===== src/hdl/pfrw_pkg.sv =====
// Shared types and constants for the packed framebuffer writer.
// Holds the item structs, function codes, register indexes and nibble masks.
// No dependencies.
package pfrw_pkg;

    // function codes of an input item
    localparam logic [1:0] FUNC_DRAW = 2'd0;
    localparam logic [1:0] FUNC_FILL = 2'd1;
    localparam logic [1:0] FUNC_READ = 2'd2;

    // configuration register indexes
    localparam int CFG_IDX_W = 4;
    localparam int CFG_DATA_W = 4;
    localparam logic [CFG_IDX_W-1:0] REG_ROTATION = 4'd0;
    localparam logic [CFG_IDX_W-1:0] REG_BLANK_COLOR = 4'd1;

    localparam logic [1:0] ROTATION_RESET = 2'd0;
    localparam logic [3:0] BLANK_COLOR_RESET = 4'd1;

    localparam logic STATUS_DONE = 1'b0;
    localparam logic STATUS_CLIPPED = 1'b1;

    localparam logic [7:0] NIB_LO_MASK = 8'h0F;
    localparam logic [7:0] NIB_HI_MASK = 8'hF0;

    typedef struct packed {
        logic [1:0]         func;
        logic signed [15:0] pos_x;
        logic signed [15:0] pos_y;
        logic [3:0]         color;
    } t_in_item;

    typedef struct packed {
        logic       status;
        logic [7:0] data_byte;
        logic       ic_select;
        logic       frame_end;
    } t_out_item;

    // result of mapping a draw coordinate onto the panel
    typedef struct packed {
        logic clipped;
        logic odd_x;
    } t_draw_flags;

endpackage


===== src/hdl/pfrw_coord_map.sv =====
// Rotation, clipping and byte addressing of a logical draw coordinate.
// Depends on pfrw_pkg for t_draw_flags.
module pfrw_coord_map
    import pfrw_pkg::*;
#(
    parameter int PANEL_WIDTH = 256,
    parameter int PANEL_HEIGHT = 128,
    localparam int StoreBytes = (PANEL_WIDTH * PANEL_HEIGHT + 1) / 2,
    localparam int AddrW = $clog2(StoreBytes)
) (
    input  logic [1:0]         i_rotation,
    input  logic signed [15:0] i_pos_x,
    input  logic signed [15:0] i_pos_y,
    output t_draw_flags        o_flags,
    output logic [AddrW-1:0]   o_addr
);

    localparam int LinW = $clog2(PANEL_WIDTH * PANEL_HEIGHT);
    localparam logic signed [17:0] XMax = 18'(PANEL_WIDTH - 1);
    localparam logic signed [17:0] YMax = 18'(PANEL_HEIGHT - 1);

    logic signed [17:0] sx, sy, px, py;
    logic [LinW-1:0]    lin;

    assign sx = 18'(i_pos_x);
    assign sy = 18'(i_pos_y);

    always_comb begin
        unique case (i_rotation)
            2'd1: begin
                px = XMax - sy;
                py = sx;
            end
            2'd2: begin
                px = XMax - sx;
                py = YMax - sy;
            end
            2'd3: begin
                px = sy;
                py = YMax - sx;
            end
            default: begin
                px = sx;
                py = sy;
            end
        endcase
    end

    // linear pixel index; the byte holds two pixels
    assign lin = LinW'(py[15:0]) * LinW'(PANEL_WIDTH) + LinW'(px[15:0]);

    assign o_flags.clipped = (px < 0) || (px > XMax) || (py < 0) || (py > YMax);
    assign o_flags.odd_x = px[0];
    assign o_addr = AddrW'(lin >> 1);

endmodule


===== config.mk =====
export PLATFORM = sky130hd
export DESIGN_NAME = pfrw_coord_map
export DESIGN_NICKNAME = d
export VERILOG_FILES = /design/src/hdl/pfrw_pkg.sv /design/src/hdl/pfrw_coord_map.sv
export SDC_FILE = /design/constraint.sdc
export NUM_CORES = 1
export LEC_CHECK = 0
export BUFFER_PORTS_ARGS = -buffer_cell sky130_fd_sc_hd__buf_2
export CORE_UTILIZATION = 40
export DETAILED_ROUTE_END_ITERATION = 10
export PLACE_DENSITY = 0.77
export SLEW_MARGIN = 20
export SYNTH_ARGS = -nofsm -noshare
export SYNTH_HDL_FRONTEND = slang
export SYNTH_SLANG_ARGS = --single-unit

===== constraint.sdc =====
create_clock -name vclk -period 3.9
set_input_delay 0.195 -clock vclk [all_inputs]
set_output_delay 0.195 -clock vclk [all_outputs]
set_load 0.03 [all_outputs]

# [After elaboration in Yosys (flattened, before gate mapping)]
# Index checks and enable logic that the tools add are counted.
[totals] ff_bits=0 input_bits=34 output_inout_bits=16 wordCells=17
[classes] n_addsub=5 order_cmp=4 n_eq_ne=3 n_mux=2 reduce_logical=3
[op_table] operator="18-bit case mux with 3 select lines" n=2
[op_table] operator="18-bit by 1-bit less-than comparator with 1-bit output, second input constant" n=2
[op_table] operator="8-bit by 16-bit subtractor with 17-bit output, first input constant" n=2
[op_table] operator="9-bit by 16-bit subtractor with 17-bit output, first input constant" n=2
[op_table] operator="18-bit by 8-bit > comparator with 1-bit output, second input constant" n=1
[op_table] operator="18-bit by 9-bit > comparator with 1-bit output, second input constant" n=1
[op_table] operator="15-bit adder" n=1
[op_table] operator="2-bit equality test, second input constant" n=2
[op_table] operator="1-bit logical OR" n=3
[op_table] operator="2-bit by 1-bit equality test with 1-bit output, second input constant" n=1

# [Longest topological paths before layout]
[logic_depth] depth_word=6 depth_mapped=15 depth_no_buf=13

# [Worst setup path before layout]
# No wires, ideal clock.
[synth_path] path_type="input to output" start="input port i_rotation[1]" end="output port o_addr[13]" t_arrival_ns=3.348 required_ns=3.705 path_slack_ns=0.357 path_stages=14 n_path_buf=2 cell_sequence="buf_2 -> nor2b_1 -> mux2i_1 -> ha_1 -> buf_2 -> or3b_1 -> nand3_1 -> nand3_1 -> or3_2 -> ha_1 -> nand2_1 -> o21ai_0 -> xnor2_1 -> xnor2_1"
[synth_between] elab_chain_cells=3 word_cells_on_any_way=6 classes_between="add/sub (1); eq/ne (3); mux (2)"
[synth_rtl] item="from (decl)" line_no="pfrw_coord_map.sv:11" source="input logic [1:0] i_rotation,"
[synth_rtl] item="2-bit equality test / 2-bit by 1-bit equality test with 1-bit output (equally long branches)" line_no="pfrw_coord_map.sv:29" source="unique case (i_rotation)"
[synth_rtl] item="18-bit case mux with 3 select lines" line_no="pfrw_coord_map.sv:29"
[synth_rtl] item="15-bit adder (*)" line_no="pfrw_coord_map.sv:50" source="assign lin = LinW'(py[15:0]) * LinW'(PANEL_WIDTH) + LinW'(px[15:0]);"
[synth_rtl] item="to (decl)" line_no="pfrw_coord_map.sv:15" source="output logic [AddrW-1:0] o_addr"
# Mark *: on every way between the ends. The rest lies on a longest branch, timed or not.

# [Final worst setup path]
# Same ends and word-level chain as after synthesis.

==> run summary <==
Post-layout min period -> 3.40 ns
Net count of the mapped netlist -> 246
Cell taking the most area after synthesis -> sky130_fd_sc_hd__mux2i_1
Final max-slew violation count -> 0
Area overhead of the layout relative to synthesis -> 18.2%
Final hold slack -> 0.828 ns
Count of routing violations after the opening detailed-route iteration -> 156
Launching element type of the critical path -> input pin
Global placement routability congestion -> 0.853
Crit-path cells -> buf_2, nor2b_1, mux2i_1, ha_1, or3b_1, nand3_1, nand3_1, or3_2, ha_1, nand2_1, o21ai_0, xnor2_1, xnor2_1, buf_2
Detailed Route WL -> 3940 um
Hold Fails Final Rpt -> 0
Kind of critical path -> in2out
Final count of negative-setup-slack endpoints -> 0
Slowest-stage cell, CP -> sky130_fd_sc_hd__or3_2
Chip Width -> 62 um
Number of distinct standard cells referenced by the synthesized netlist -> 51
Biggest cell delay along the critical path -> 0.51 ns
Vias in the first global route -> 1382
Reported max-cap violation count -> 0
Combined flip-flop and latch cell area -> 0 um^2
Cell types with the highest counts after synthesis -> sky130_fd_sc_hd__mux2i_1, sky130_fd_sc_hd__xnor2_1, sky130_fd_sc_hd__a21oi_1, sky130_fd_sc_hd__nor2_1, sky130_fd_sc_hd__nand2_1
Pin count of the biggest net entering global routing -> 53
Number of clock buffers in the layout -> 0
Cell with the most instances after synthesis -> sky130_fd_sc_hd__mux2i_1
Capturing element type of the critical path -> primary output
Post-synthesis instance area -> 1440 um^2
Core Area -> 3390 um^2
Detailed-route vias per instance -> 5.75
Number of antenna violations at the first check in global routing -> 0
Top-level port count -> 50
Num sequential -> 0
Leakage power of the design -> 0.724 nW
Post-CTS setup buffer count -> 0
Num rows -> 21
Port Buffers -> 50
Required time of the critical path -> 3.70 ns
Initial cell density of the core -> 0.425
Wire length per cell after detailed routing -> 13.7 um
HPWL Detailed -> 2970 um
Type of the worst min-delay path -> in2out
Crit-path max FO -> 4
CTS-repair resized insts -> 0
Signal arrival time at the worst endpoint -> 3.21 ns
Final core area utilization -> 0.502
Detailed-routing iteration count for the pre-antenna-repair pass -> 4
Pin slew with the least headroom to its limit -> 0.561 ns
DRC violation count after routing -> 0
Remaining global-route overflow -> 0
Number of diodes added for antenna fixing -> 0
Count of antenna-violating nets left after detailed routing -> 0
Area share of the leading cell type in the synthesized netlist -> 0.167
Max Clk Rate -> 0.294 GHz
Area contributors post-synth -> sky130_fd_sc_hd__mux2i_1, sky130_fd_sc_hd__xnor2_1, sky130_fd_sc_hd__ha_1, sky130_fd_sc_hd__a21oi_1, sky130_fd_sc_hd__mux2_2
Pwr/cell area -> 212 nW/um^2
Via count of the routed design -> 1651
Relative slew slack -> 0.626
Chip Height -> 62 um
Synthesized area divided by synthesized cell count -> 7.09 um^2
Final-stage net count -> 286
Max IR drop VDD -> 0.000192 V
Total routing resource utilization after global routing -> 0.211
Cell count after synthesis -> 203
Unrepaired setup endpoints after global routing -> no
Overall die area -> 3840 um^2
Hold-fix buffer count after cts -> 0
Crit share post-route -> 0.873
Count of warnings emitted by yosys -> 0
Wire length of the first global-routing pass -> 6330 um
Filler cell count -> 353
Fraction of final layout cells sized beyond drive strength 1 -> 0.274
Sequential share of the synthesized area -> 0
Sum of negative setup slack -> 0 ns
Outcome -> finished clean
==> metrics by stage <==
step | std cells | setup WS (ns) | area [um^2] | power (mW)
after floorplan | 203 | 0.357 | 1440 | 0.269
after global placement | 287 | 0.589 | 1700 | 0.355
after detailed placement | 287 | 0.494 | 1700 | 0.361
after CTS | 287 | 0.492 | 1700 | 0.363
after global routing | 287 | 0.247 | 1700 | 0.396
final | 287 | 0.497 | 1700 | 0.362
==> layout by cell type, fill, tap and decap left out, types with 2 or more instances in the layout <==
| cell type | instances |
|---|---|
| sky130_fd_sc_hd__mux2i_1 | 24 |
| sky130_fd_sc_hd__or4_1 | 2 |
| sky130_fd_sc_hd__o22ai_1 | 3 |
| sky130_fd_sc_hd__nand4_1 | 2 |
| sky130_fd_sc_hd__nor2_1 | 13 |
| sky130_fd_sc_hd__nor4b_1 | 2 |
| sky130_fd_sc_hd__a22oi_1 | 2 |
| sky130_fd_sc_hd__a211oi_1 | 2 |
| sky130_fd_sc_hd__xnor2_1 | 23 |
| sky130_fd_sc_hd__o31ai_1 | 2 |
| sky130_fd_sc_hd__buf_2 | 50 |
| sky130_fd_sc_hd__o2111ai_1 | 2 |
| sky130_fd_sc_hd__nor3_1 | 6 |
| sky130_fd_sc_hd__inv_1 | 10 |
| sky130_fd_sc_hd__nand3b_1 | 5 |
| sky130_fd_sc_hd__a31oi_1 | 2 |
| sky130_fd_sc_hd__ha_1 | 8 |
| sky130_fd_sc_hd__xor2_1 | 2 |
| sky130_fd_sc_hd__nand3_1 | 4 |
| sky130_fd_sc_hd__or3_2 | 2 |
| sky130_fd_sc_hd__or3_1 | 2 |
| sky130_fd_sc_hd__buf_4 | 4 |
| sky130_fd_sc_hd__nand2_1 | 11 |
| sky130_fd_sc_hd__nor4_1 | 3 |
| sky130_fd_sc_hd__mux2_2 | 5 |
| sky130_fd_sc_hd__o21ai_0 | 9 |
| sky130_fd_sc_hd__a21oi_1 | 15 |
| sky130_fd_sc_hd__and3_1 | 2 |
| sky130_fd_sc_hd__nand2b_1 | 4 |
==> where the power goes <==
part           leakage (nW)  internal (mW)  total [mW]  switching, mW
clock                     0              0           0              0
combinational         0.724          0.135       0.362          0.227
sequential                0              0           0              0
==> critical path: cells and delay by family <==
kind / cells / cell delay (ns)
xor+xnor: 2 / 0.29
mux: 1 / 0.27
fa+ha+maj: 2 / 0.54
simple gates: 6 / 1.42
buf+inv: 2 / 0.30
compound gates: 1 / 0.18
==> routing by layer <==
layer / part of all wire / global-route usage / wire [um] / up-vias
li1: - / - / - / 825
met1: 0.45 / 0.303 / 1790 / 750
met2: 0.47 / 0.365 / 1870 / 76
met3: 0.071 / 0.0124 / 279 / 0
met4: 0 / 0 / 0 / 0
met5: 0 / 0 / 0 / -
==> cell families (layout without fill, tap and decap cells) <==
logic type      count (synthesis)  in the layout  synth area share
compound gates                 48             48             0.215
xor+xnor                       25             25             0.152
fa+ha+maj                       9              9            0.0834
buf+inv                        26             64            0.0791
mux                            29             29             0.206
simple gates                   66             66             0.264
==> final cells by class <==
class,count,area [um^2],area share
inverters,10,37.5,0.0221
well taps,46,57.6,0.0338
multi-input cells,177,1330,0.779
repair buffers,54,280,0.165
==> worst paths after layout <==
kind / start / endpoint / slack, ns / depth (start not counted)
worst min-delay path: i_pos_x[6] / o_addr[5] / 0.83 / 4
worst max-delay path: i_rotation[1] / o_addr[13] / 0.50 / 14
(Power assumes the default switching activity.)
